--- src/hw/rtl/snapshot_lerp_buffer_defines.svh ---
// Assertion macros used by the snapshot lerp buffer controller.
`ifndef SNAPSHOT_LERP_BUFFER_DEFINES_SVH
`define SNAPSHOT_LERP_BUFFER_DEFINES_SVH

// Property checked on every clock edge outside reset.
`define SLB_ASSERT(lbl, prop) \
  lbl: assert property (@(posedge clk_i) disable iff (!rst_ni) (prop)) \
    else $error("snapshot lerp buffer check failed");

// Antecedent this cycle implies consequent on the next edge.
`define SLB_ASSERT_NEXT(lbl, ante, cons) \
  lbl: assert property (@(posedge clk_i) disable iff (!rst_ni) (ante) |=> (cons)) \
    else $error("snapshot lerp buffer sequence check failed");

`endif

--- src/hw/rtl/slb_pkg.sv ---
// Shared constants, types and command/status structs of the snapshot lerp buffer.
package slb_pkg;

  // Channel format and fraction precision
  localparam int CHANNEL_WIDTH = 32;
  localparam int FRACTION_BITS = 16;
  localparam int NUM_CH        = 6;
  localparam int CH_IDX_W      = $clog2(NUM_CH);

  // Port field widths
  localparam int FIELD_W   = 32;
  localparam int FUNC_W    = 2;
  localparam int DELTA_W   = 16;
  localparam int DUR_W     = 24;
  localparam int ELAPSED_W = DUR_W + 1;

  // Divider and multiplier widths
  localparam int DIV_CNT_W = $clog2(FRACTION_BITS);
  localparam int PROD_W    = CHANNEL_WIDTH + FRACTION_BITS;
  localparam logic [PROD_W:0] ROUND_HALF = (PROD_W + 1)'(1) << (FRACTION_BITS - 1);

  localparam logic [DUR_W-1:0] DUR_RESET = DUR_W'(50000);

  // Request codes
  localparam logic [FUNC_W-1:0] FUNC_TICK = 2'd0;
  localparam logic [FUNC_W-1:0] FUNC_ADD  = 2'd1;
  localparam logic [FUNC_W-1:0] FUNC_SET  = 2'd2;

  typedef logic signed [CHANNEL_WIDTH-1:0] ch_t;
  typedef logic [FRACTION_BITS-1:0]        frac_t;

  // Controller to datapath
  typedef struct packed {
    logic                load_target;
    logic                load_start;
    logic                tick_adv;
    logic                pass;
    logic                adopt;
    logic                div_init;
    logic                div_step;
    logic                lerp_diff;
    logic                lerp_mul;
    logic                lerp_acc;
    logic                out_load;
    logic [CH_IDX_W-1:0] ch;
  } slb_cmd_t;

  // Datapath to controller
  typedef struct packed {
    logic pending;
    logic due;
  } slb_status_t;

endpackage

--- src/hw/rtl/slb_ctrl.sv ---
// Sequencer of the snapshot lerp buffer: handshakes, divide and per-channel lerp steps.
`include "snapshot_lerp_buffer_defines.svh"

module slb_ctrl (
  input  logic                            clk_i,
  input  logic                            rst_ni,
  input  logic                            in_valid_i,
  output logic                            in_stall_o,
  input  logic [slb_pkg::FUNC_W-1:0]      func_i,
  output logic                            out_valid_o,
  input  logic                            out_stall_i,
  input  slb_pkg::slb_status_t            status_i,
  output slb_pkg::slb_cmd_t               cmd_o
);

  localparam logic [2:0] ST_IDLE  = 3'd0;
  localparam logic [2:0] ST_CHECK = 3'd1;
  localparam logic [2:0] ST_DIV   = 3'd2;
  localparam logic [2:0] ST_DIFF  = 3'd3;
  localparam logic [2:0] ST_MUL   = 3'd4;
  localparam logic [2:0] ST_ACC   = 3'd5;
  localparam logic [2:0] ST_DONE  = 3'd6;

  logic [2:0]                      state_q, state_d;
  logic [slb_pkg::DIV_CNT_W-1:0]   cnt_q, cnt_d;
  logic [slb_pkg::CH_IDX_W-1:0]    ch_q, ch_d;
  logic                            out_valid_q, out_valid_d;

  // Only the idle state takes a request
  assign in_stall_o  = (state_q != ST_IDLE);
  assign out_valid_o = out_valid_q;

  // Next state and commands
  always_comb begin
    state_d = state_q;
    cnt_d   = cnt_q;
    ch_d    = ch_q;
    cmd_o   = '0;
    cmd_o.ch = ch_q;
    unique case (state_q)
      ST_IDLE: begin
        if (in_valid_i) begin
          unique case (func_i)
            slb_pkg::FUNC_TICK: begin
              if (status_i.pending) begin
                cmd_o.tick_adv = 1'b1;
                state_d        = ST_CHECK;
              end else begin
                cmd_o.pass = 1'b1;
                state_d    = ST_DONE;
              end
            end
            slb_pkg::FUNC_ADD: cmd_o.load_target = !status_i.pending;
            slb_pkg::FUNC_SET: cmd_o.load_start  = 1'b1;
            default: ;
          endcase
        end
      end
      ST_CHECK: begin
        if (status_i.due) begin
          cmd_o.adopt = 1'b1;
          state_d     = ST_DONE;
        end else begin
          cmd_o.div_init = 1'b1;
          cnt_d          = slb_pkg::DIV_CNT_W'(slb_pkg::FRACTION_BITS - 1);
          state_d        = ST_DIV;
        end
      end
      ST_DIV: begin
        cmd_o.div_step = 1'b1;
        if (cnt_q == '0) begin
          ch_d    = '0;
          state_d = ST_DIFF;
        end else begin
          cnt_d = cnt_q - slb_pkg::DIV_CNT_W'(1);
        end
      end
      ST_DIFF: begin
        cmd_o.lerp_diff = 1'b1;
        state_d         = ST_MUL;
      end
      ST_MUL: begin
        cmd_o.lerp_mul = 1'b1;
        state_d        = ST_ACC;
      end
      ST_ACC: begin
        cmd_o.lerp_acc = 1'b1;
        if (ch_q == slb_pkg::CH_IDX_W'(slb_pkg::NUM_CH - 1)) begin
          state_d = ST_DONE;
        end else begin
          ch_d    = ch_q + slb_pkg::CH_IDX_W'(1);
          state_d = ST_DIFF;
        end
      end
      ST_DONE: begin
        // wait for the output register to be free or emptied this cycle
        if (!out_valid_q || !out_stall_i) begin
          cmd_o.out_load = 1'b1;
          state_d        = ST_IDLE;
        end
      end
      default: state_d = ST_IDLE;
    endcase
  end

  // Output register occupancy
  assign out_valid_d = cmd_o.out_load | (out_valid_q & out_stall_i);

  always_ff @(posedge clk_i or negedge rst_ni) begin
    if (!rst_ni) begin
      state_q     <= ST_IDLE;
      cnt_q       <= '0;
      ch_q        <= '0;
      out_valid_q <= 1'b0;
    end else begin
      state_q     <= state_d;
      cnt_q       <= cnt_d;
      ch_q        <= ch_d;
      out_valid_q <= out_valid_d;
    end
  end

  // Checks
  `SLB_ASSERT(a_load_free_slot, !cmd_o.out_load || !out_valid_q || !out_stall_i)
  `SLB_ASSERT(a_ch_in_range, ch_q <= slb_pkg::CH_IDX_W'(slb_pkg::NUM_CH - 1))
  `SLB_ASSERT_NEXT(a_div_exit, state_q == ST_DIV && cnt_q == '0, state_q == ST_DIFF && ch_q == '0)
  `SLB_ASSERT_NEXT(a_tick_busy, in_valid_i && !in_stall_o && func_i == slb_pkg::FUNC_TICK, in_stall_o)

endmodule

--- src/hw/rtl/slb_datapath.sv ---
// Datapath of the snapshot lerp buffer: state registers, divider, shared multiplier, output.
module slb_datapath (
  input  logic                                clk_i,
  input  logic                                rst_ni,
  input  logic                                cfg_we_i,
  input  logic [slb_pkg::DUR_W-1:0]           cfg_wdata_i,
  input  logic [slb_pkg::DELTA_W-1:0]         delta_t_i,
  input  logic signed [slb_pkg::FIELD_W-1:0]  pos_x_i,
  input  logic signed [slb_pkg::FIELD_W-1:0]  pos_y_i,
  input  logic signed [slb_pkg::FIELD_W-1:0]  heading_i,
  input  logic signed [slb_pkg::FIELD_W-1:0]  vel_x_i,
  input  logic signed [slb_pkg::FIELD_W-1:0]  vel_y_i,
  input  logic signed [slb_pkg::FIELD_W-1:0]  spin_rate_i,
  input  slb_pkg::slb_cmd_t                   cmd_i,
  output slb_pkg::slb_status_t                status_o,
  output logic signed [slb_pkg::FIELD_W-1:0]  out_x_o,
  output logic signed [slb_pkg::FIELD_W-1:0]  out_y_o,
  output logic signed [slb_pkg::FIELD_W-1:0]  out_heading_o,
  output logic signed [slb_pkg::FIELD_W-1:0]  out_vel_x_o,
  output logic signed [slb_pkg::FIELD_W-1:0]  out_vel_y_o,
  output logic signed [slb_pkg::FIELD_W-1:0]  out_spin_o,
  output logic                                target_reached_o
);

  localparam int CW = slb_pkg::CHANNEL_WIDTH;
  localparam int FB = slb_pkg::FRACTION_BITS;

  // State with defined reset
  logic [slb_pkg::DUR_W-1:0]     duration_q;
  slb_pkg::ch_t                  start_q [slb_pkg::NUM_CH];
  logic                          pending_q;
  logic [slb_pkg::ELAPSED_W-1:0] elapsed_q, elapsed_d;

  // Payload registers
  slb_pkg::ch_t                  target_q [slb_pkg::NUM_CH];
  logic [slb_pkg::DUR_W-1:0]     rem_q;
  slb_pkg::frac_t                frac_q;
  logic [CW-1:0]                 m_q;
  logic                          neg_q;
  logic [CW-1:0]                 s_q;
  logic [slb_pkg::PROD_W-1:0]    prod_q;
  slb_pkg::ch_t                  res_q [slb_pkg::NUM_CH];
  logic                          res_reached_q;
  slb_pkg::ch_t                  out_ch_q [slb_pkg::NUM_CH];
  logic                          out_reached_q;

  slb_pkg::ch_t                  in_ch [slb_pkg::NUM_CH];
  logic [slb_pkg::ELAPSED_W:0]   elapsed_sum;
  logic [slb_pkg::ELAPSED_W-1:0] dur_ext;
  logic [slb_pkg::ELAPSED_W-1:0] rem_shl;
  logic                          rem_ge;
  slb_pkg::ch_t                  s_sel, t_sel;
  logic signed [CW:0]            diff;
  logic [CW:0]                   diff_neg;
  logic [CW-1:0]                 m_abs;
  logic [slb_pkg::PROD_W-1:0]    prod;
  logic [slb_pkg::PROD_W:0]      rnd;
  logic [CW-1:0]                 mag;
  logic [CW-1:0]                 acc;

  // Incoming channels in output order
  assign in_ch[0] = slb_pkg::ch_t'(pos_x_i);
  assign in_ch[1] = slb_pkg::ch_t'(pos_y_i);
  assign in_ch[2] = slb_pkg::ch_t'(heading_i);
  assign in_ch[3] = slb_pkg::ch_t'(vel_x_i);
  assign in_ch[4] = slb_pkg::ch_t'(vel_y_i);
  assign in_ch[5] = slb_pkg::ch_t'(spin_rate_i);

  // Saturating time advance and arrival test
  assign elapsed_sum = {1'b0, elapsed_q} + (slb_pkg::ELAPSED_W + 1)'(delta_t_i);
  assign elapsed_d   = elapsed_sum[slb_pkg::ELAPSED_W] ? '1
                                                      : elapsed_sum[slb_pkg::ELAPSED_W-1:0];
  assign dur_ext      = {1'b0, duration_q};
  assign status_o.due     = (elapsed_q >= dur_ext);
  assign status_o.pending = pending_q;

  // Restoring divide step, one fraction bit per cycle
  assign rem_shl = {rem_q, 1'b0};
  assign rem_ge  = (rem_shl >= dur_ext);

  // Channel difference and magnitude
  assign s_sel    = start_q[cmd_i.ch];
  assign t_sel    = target_q[cmd_i.ch];
  assign diff     = (CW + 1)'(t_sel) - (CW + 1)'(s_sel);
  assign diff_neg = -diff;
  assign m_abs    = diff[CW] ? diff_neg[CW-1:0] : diff[CW-1:0];

  // Shared multiplier
  assign prod = slb_pkg::PROD_W'(m_q) * slb_pkg::PROD_W'(frac_q);

  // Round half up on the magnitude, then step from start toward target
  assign rnd = {1'b0, prod_q} + slb_pkg::ROUND_HALF;
  assign mag = rnd[FB +: CW];
  assign acc = neg_q ? (s_q - mag) : (s_q + mag);

  // Configuration and persistent state
  always_ff @(posedge clk_i or negedge rst_ni) begin
    if (!rst_ni) begin
      duration_q <= slb_pkg::DUR_RESET;
      pending_q  <= 1'b0;
      elapsed_q  <= '0;
      for (int i = 0; i < slb_pkg::NUM_CH; i++) begin
        start_q[i] <= '0;
      end
    end else begin
      if (cfg_we_i) begin
        duration_q <= cfg_wdata_i;
      end
      if (cmd_i.load_target) begin
        pending_q <= 1'b1;
      end else if (cmd_i.adopt) begin
        pending_q <= 1'b0;
      end
      if (cmd_i.load_start || cmd_i.adopt) begin
        elapsed_q <= '0;
      end else if (cmd_i.tick_adv) begin
        elapsed_q <= elapsed_d;
      end
      for (int i = 0; i < slb_pkg::NUM_CH; i++) begin
        if (cmd_i.load_start) begin
          start_q[i] <= in_ch[i];
        end else if (cmd_i.adopt) begin
          start_q[i] <= target_q[i];
        end
      end
    end
  end

  // Target, divider, lerp pipeline and output register
  always_ff @(posedge clk_i) begin
    for (int i = 0; i < slb_pkg::NUM_CH; i++) begin
      if (cmd_i.load_target) begin
        target_q[i] <= in_ch[i];
      end
      if (cmd_i.pass) begin
        res_q[i] <= start_q[i];
      end else if (cmd_i.adopt) begin
        res_q[i] <= target_q[i];
      end
      if (cmd_i.out_load) begin
        out_ch_q[i] <= res_q[i];
      end
    end
    if (cmd_i.pass || cmd_i.div_init) begin
      res_reached_q <= 1'b0;
    end else if (cmd_i.adopt) begin
      res_reached_q <= 1'b1;
    end
    if (cmd_i.out_load) begin
      out_reached_q <= res_reached_q;
    end
    // remainder stays below the duration, so it fits the duration width
    if (cmd_i.div_init) begin
      rem_q  <= elapsed_q[slb_pkg::DUR_W-1:0];
      frac_q <= '0;
    end else if (cmd_i.div_step) begin
      rem_q  <= rem_ge ? slb_pkg::DUR_W'(rem_shl - dur_ext) : rem_shl[slb_pkg::DUR_W-1:0];
      frac_q <= {frac_q[FB-2:0], rem_ge};
    end
    if (cmd_i.lerp_diff) begin
      m_q   <= m_abs;
      neg_q <= diff[CW];
      s_q   <= s_sel;
    end
    if (cmd_i.lerp_mul) begin
      prod_q <= prod;
    end
    if (cmd_i.lerp_acc) begin
      res_q[cmd_i.ch] <= slb_pkg::ch_t'(acc);
    end
  end

  // Result fields
  assign out_x_o          = slb_pkg::FIELD_W'(out_ch_q[0]);
  assign out_y_o          = slb_pkg::FIELD_W'(out_ch_q[1]);
  assign out_heading_o    = slb_pkg::FIELD_W'(out_ch_q[2]);
  assign out_vel_x_o      = slb_pkg::FIELD_W'(out_ch_q[3]);
  assign out_vel_y_o      = slb_pkg::FIELD_W'(out_ch_q[4]);
  assign out_spin_o       = slb_pkg::FIELD_W'(out_ch_q[5]);
  assign target_reached_o = out_reached_q;

endmodule

--- src/hw/rtl/snapshot_lerp_buffer.sv ---
// Top level of the snapshot lerp buffer: controller and datapath.
//
// Six-channel Q16.16 linear interpolation between a start snapshot and one
// pending target. Add and set requests give no result; an add is ignored
// while a target is pending. A tick gives one result: with no target pending
// the start snapshot goes to the output register, when the target is reached
// the target is adopted as the new start and sent out, and otherwise the
// fraction elapsed/duration comes from a restoring divider producing one bit
// per cycle, then a single shared 32x16 multiplier visits the channels in turn,
// three steps per channel (difference, multiply, round and add). Results sit in
// an output register, so the next request is taken while a result waits.
module snapshot_lerp_buffer (
  input  logic                                clk_i,
  input  logic                                rst_ni,
  input  logic                                cfg_we_i,
  input  logic [slb_pkg::DUR_W-1:0]           cfg_wdata_i,
  input  logic                                in_valid_i,
  output logic                                in_stall_o,
  input  logic [slb_pkg::FUNC_W-1:0]          func_i,
  input  logic [slb_pkg::DELTA_W-1:0]         delta_t_i,
  input  logic signed [slb_pkg::FIELD_W-1:0]  pos_x_i,
  input  logic signed [slb_pkg::FIELD_W-1:0]  pos_y_i,
  input  logic signed [slb_pkg::FIELD_W-1:0]  heading_i,
  input  logic signed [slb_pkg::FIELD_W-1:0]  vel_x_i,
  input  logic signed [slb_pkg::FIELD_W-1:0]  vel_y_i,
  input  logic signed [slb_pkg::FIELD_W-1:0]  spin_rate_i,
  output logic                                out_valid_o,
  input  logic                                out_stall_i,
  output logic signed [slb_pkg::FIELD_W-1:0]  out_x_o,
  output logic signed [slb_pkg::FIELD_W-1:0]  out_y_o,
  output logic signed [slb_pkg::FIELD_W-1:0]  out_heading_o,
  output logic signed [slb_pkg::FIELD_W-1:0]  out_vel_x_o,
  output logic signed [slb_pkg::FIELD_W-1:0]  out_vel_y_o,
  output logic signed [slb_pkg::FIELD_W-1:0]  out_spin_o,
  output logic                                target_reached_o
);

  slb_pkg::slb_cmd_t    cmd;
  slb_pkg::slb_status_t status;

  // Sequencer
  slb_ctrl u_ctrl (
    .clk_i       (clk_i),
    .rst_ni      (rst_ni),
    .in_valid_i  (in_valid_i),
    .in_stall_o  (in_stall_o),
    .func_i      (func_i),
    .out_valid_o (out_valid_o),
    .out_stall_i (out_stall_i),
    .status_i    (status),
    .cmd_o       (cmd)
  );

  // Arithmetic and state
  slb_datapath u_datapath (
    .clk_i            (clk_i),
    .rst_ni           (rst_ni),
    .cfg_we_i         (cfg_we_i),
    .cfg_wdata_i      (cfg_wdata_i),
    .delta_t_i        (delta_t_i),
    .pos_x_i          (pos_x_i),
    .pos_y_i          (pos_y_i),
    .heading_i        (heading_i),
    .vel_x_i          (vel_x_i),
    .vel_y_i          (vel_y_i),
    .spin_rate_i      (spin_rate_i),
    .cmd_i            (cmd),
    .status_o         (status),
    .out_x_o          (out_x_o),
    .out_y_o          (out_y_o),
    .out_heading_o    (out_heading_o),
    .out_vel_x_o      (out_vel_x_o),
    .out_vel_y_o      (out_vel_y_o),
    .out_spin_o       (out_spin_o),
    .target_reached_o (target_reached_o)
  );

endmodule
--- config.mk ---
export PLATFORM = sky130hd
export DESIGN_NAME = snapshot_lerp_buffer
export DESIGN_NICKNAME = d
export VERILOG_FILES = /design/src/hw/rtl/slb_pkg.sv /design/src/hw/rtl/slb_ctrl.sv /design/src/hw/rtl/slb_datapath.sv /design/src/hw/rtl/snapshot_lerp_buffer.sv
export VERILOG_INCLUDE_DIRS = /design/src /design/src/hw/rtl
export SDC_FILE = /design/constraint.sdc
export NUM_CORES = 2
export LEC_CHECK = 0
export ABC_AREA = 1
export BUFFER_PORTS_ARGS = -buffer_cell sky130_fd_sc_hd__buf_4
export CELL_PAD_IN_SITES_DETAIL_PLACEMENT = 0
export CELL_PAD_IN_SITES_GLOBAL_PLACEMENT = 1
export CORE_MARGIN = 4
export CORE_UTILIZATION = 29
export DETAILED_ROUTE_END_ITERATION = 10
export GPL_ROUTABILITY_DRIVEN = 1
export PLACE_DENSITY = 0.58
export SLEW_MARGIN = 10
export SYNTH_ARGS = -nofsm -noshare
export SYNTH_HDL_FRONTEND = slang
export SYNTH_SLANG_ARGS = --single-unit
--- constraint.sdc ---
create_clock -name clk_i -period 14.1 [get_ports clk_i]
set_clock_uncertainty 0.15 [all_clocks]
set_input_delay 0.705 -clock clk_i [delete_from_list [all_inputs] [get_ports clk_i]]
set_output_delay 0.705 -clock clk_i [all_outputs]
set_load 0.005 [all_outputs]
==> flow_summary_export.csv <==
group,metric,value,unit
yosys,post_synth_fa_ha_maj_area_fraction,0.169,
yosys,most_used_dff_post_synth,"sky130_fd_sc_hd__edfxtp_1",
clocking,clock_path_buffers,3,
critical_path,max_stage_delay,930,ps
placement,globalplace.congestion,0.893,
flow_run,max-cap-violations,0,
global_routing,globalRouteOverflowTotal,0,
critical_path,setup.worst_path.end_class,"register",
yosys,seq_area_frac_synth,0.405,
critical_path,critical-path-top-delay-family,"adder cells",
sta,slew_violations,0,
die,die_w,494,µm
sta,max-slew-margin-rel,0.113,
yosys,synth-xor-area-share,0.0197,
critical_path,cell_with_the_most_instances_on_the_worst_path,"sky130_fd_sc_hd__fa_1",
routing,route.detailed.vias_per_inst,4.92,
clocking,clockRootBuffer,"sky130_fd_sc_hd__clkbuf_16",
die,start_util,0.293,
cells_and_area,final_core_utilization,0.348,
critical_path,timing.reg2reg.setup_slack,7140,ps
power_and_ir_drop,power.density_cell_area,218,mW/mm²
critical_path,criticalPathCategory,"reg -> reg",
clocking,clk_pin_slew,60,ps
min_path,worstHoldPathType,"in -> reg",
cells_and_area,share_of_post_route_cells_with_drive_strength_above_1,0.0938,
placement,dp_wirelength,205000,µm
power_and_ir_drop,total_power,17.8,mW
yosys,synth-seq-cells,969,
clocking,clkLatencyLatePin,810,ps
routing,via_count,59000,
sta,grt_setup_unrepaired,"false",
critical_path,crit_chain,"nand2_1 > fa_1 > fa_1 > fa_1 > inv_1 > fa_1 > fa_1 > inv_1 > fa_1 > inv_1 > ha_1 > a21oi_1 > o21ai_0 > a21boi_0 > nand2_1 > a21oi_1 > o21ai_0 > nand4_1 > nand2_1 > xor2_1",
cells_and_area,most_frequent_cells_in_the_layout,"sky130_fd_sc_hd__nand2_1, sky130_fd_sc_hd__inv_1, sky130_fd_sc_hd__nand3_1, sky130_fd_sc_hd__edfxtp_1, sky130_fd_sc_hd__buf_4",
yosys,synthesis.area_per_instance,8.25,µm²
power_and_ir_drop,peakVddDrop,0.183,mV
clocking,numClockSinks,969,
yosys,synthesis.instances,8286,
power_and_ir_drop,seq_power_share,0.257,
critical_path,critPathRequiredTime,14400,ps
sta,setup-violations-final,0,
critical_path,path_max_fanout,33,
yosys,synth.cell_area,0.0684,mm²
critical_path,critical-path-slowest-cell,"sky130_fd_sc_hd__dfxtp_2",
power_and_ir_drop,comb_power_share,0.548,
sta,min_period,6960,ps
placement,placed_cells_incl_taps,11500,
clocking,cts_tree,"yes",
sta,timing.fmax,0.144,GHz
critical_path,critPathBufInv,3,
power_and_ir_drop,net_sw_frac,0.501,
power_and_ir_drop,cellLeakagePower,38.0,nW
sta,setup_slack,7140,ps
yosys,compound_cell_area_share_of_the_yosys_netlist,0.0756,
yosys,netlist-cell-type-count,55,
yosys,synth-simple-area-share,0.230,
routing,post-route-drc-count,0,
sta,finalHoldViolations,0,
placement,port-buffer-count,433,
routing,number_of_nets_with_antenna_violations_after_detailed_routing,0,
cells_and_area,final_cells,12000,
clocking,h-tree-depth,3,
cells_and_area,flip_flop_and_latch_area,0.0277,mm²
cells_and_area,syn_to_final_growth,19.0,%
yosys,synthesis.yosys.warnings,0,
die,floorplan.die_area,0.244,mm²
outcome,status,"completed",
cells_and_area,fillers,24400,
global_routing,first_global_vias,59200,
routing,initialDrtViolationCount,4987,
yosys,ys_async_sr_fraction,0.261,
cells_and_area,layout.nets,9645,
die,rows,177,
sta,tightest_slew,1330,ps
die,die_y_extent,494,µm
yosys,synth_edf_count,699,
cells_and_area,final_common_cell,"sky130_fd_sc_hd__nand2_1",
global_routing,initial_antenna_violation_count,20,
yosys,dominant_combinational_cell_family_by_area_after_synthesis,"simple AND/OR/NAND/NOR gates",
critical_path,worstSetupStartpointType,"register",
clocking,postCtsSetupBuffers,0,
global_routing,global_route.usage.total,0.225,
power_and_ir_drop,clock_power_share,0.195,
die,core_area,0.234,mm²
clocking,numCtsBuffers,119,
power_and_ir_drop,power_switching,8.89,mW
die,io_pins,434,
power_and_ir_drop,intPower,8.86,mW
routing,dr.pass1.iters,6,
yosys,post_synth_mux_area_share,0,
routing,wirelength,280000,µm
global_routing,global_route_wire_length_before_repair,409000,µm
routing,wl_per_cell,23.4,µm
cells_and_area,multiInputGateArea,0.0339,mm²
placement,dpl_worst_slack,7250,ps
sta,fin_tns_setup,0,ps
global_routing,grt_max_degree,147,
critical_path,cp_data_arrival_time,7260,ps
sta,final_min_period_over_clock_period,0.493,
yosys,syn-num-nets,9196,
[cells in the mapped netlist (all sizes together), types with 11 or more instances]
| cell type | n | area [µm²] |
|---|---|---|
| nor4 | 13 | 87.6 |
| or2 | 12 | 75.1 |
| o21a | 12 | 90.1 |
| buf | 98 | 458 |
| o211ai | 20 | 150 |
| nand4 | 56 | 350 |
| o21bai | 19 | 143 |
| dfrtp | 247 | 6180 |
| fa | 421 | 8430 |
| o21ai | 468 | 2340 |
| clkbuf | 301 | 1130 |
| dfxtp | 17 | 340 |
| edfxtp | 699 | 21000 |
| xor2 | 94 | 831 |
| nor2 | 382 | 1540 |
| a31oi | 59 | 369 |
| a21oi | 355 | 1780 |
| nand2 | 2333 | 8790 |
| a21o | 11 | 82.6 |
| ha | 250 | 3130 |
| nand3b | 105 | 792 |
| nor3 | 46 | 235 |
| nand3 | 746 | 3750 |
| inv | 1418 | 5320 |
| xnor2 | 59 | 517 |
[tightest hold or removal path, cell delays in order]
cell,delay (ps)
sky130_fd_sc_hd__buf_4,80
sky130_fd_sc_hd__nand2_1,40
sky130_fd_sc_hd__o21ai_0,70
[registers in the layout (all words and copies together) (netlist names), 3 cells and up]
| register | cells |
|---|---|
| u_datapath.out_ch_q | 192 |
| u_datapath.res_q | 192 |
| u_datapath.start_q | 192 |
| u_datapath.target_q | 192 |
| u_datapath.prod_q | 33 |
| u_datapath.m_q | 32 |
| u_datapath.s_q | 32 |
| u_datapath.elapsed_q | 25 |
| u_datapath.duration_q | 24 |
| u_datapath.rem_q | 24 |
| u_datapath.frac_q | 16 |
| u_ctrl.cnt_q | 4 |
| u_ctrl.ch_q | 3 |
| u_ctrl.state_q | 3 |
[stage by stage]
stage	hold WS [ps]	area [µm²]
final	72.8	81300
after global routing	27.1	81300
after CTS	0.262	81300
after detailed placement	255	74800
after global placement	252	74800
after floorplan	250	68400
[cells by family (layout without fill, tap and decap cells)]
group / after synthesis / after routing
compound gates: 970 / 970
xor+xnor: 153 / 153
fa+ha+maj: 671 / 671
buf+inv: 1819 / 2374
flops: 969 / 969
other cells: 0 / 8
simple gates: 3704 / 3704
[layer usage]
layer / share of wire / GRT usage / routed length (µm)
met5: 0.000086 / 0 / 24
met4: 0.039 / 0.0822 / 11000
met3: 0.063 / 0.0287 / 17500
met2: 0.46 / 0.368 / 130000
met1: 0.43 / 0.305 / 121000
[final cells by class]
cell class              instances  share of cell area
multi-input cells            5498               0.417
flip-flops and latches        969               0.340
repair buffers                727              0.0742
inverters                    1420              0.0657
well taps                    3132              0.0482
clock buffers                 140              0.0381
clock inverters                87              0.0159
diodes                          8            0.000246
[timing repair]
action	CTS	global route
endpoints found under the hold margin	384	0
hold buffers	212	0
setup endpoints to repair	0	0
gates resized for setup	0	0
[worst paths after layout]
| check | cells past startpoint | from | to |
|---|---|---|---|
| min in group asynchronous | 2 | rst_ni | u_datapath.start_q[7] |
| hold reg to reg | 0 | u_datapath.res_q[2][8] | u_datapath.out_ch_q[2][8] |
| max in group asynchronous | 4 | rst_ni | u_datapath.duration_q[22] |
| setup / recovery | 20 | u_datapath.frac_q[1] | u_datapath.prod_q[40] |
| setup reg to reg | 20 | u_datapath.frac_q[1] | u_datapath.prod_q[40] |
| hold / removal | 3 | cfg_wdata_i[21] | u_datapath.duration_q[21] |
[power by group through the flow]
stage,clock (mW),sequential [mW],combinational (mW)
6_report,3.46,4.57,9.73
3_3_place_gp,0,4.61,9.71
2_1_floorplan,0,4.19,6.31
4_1_cts,3.54,4.57,9.83
5_1_grt,3.65,4.63,10.8
3_5_place_dp,0,4.62,9.71
No activity file was read; power rests on OpenSTA's default activity.
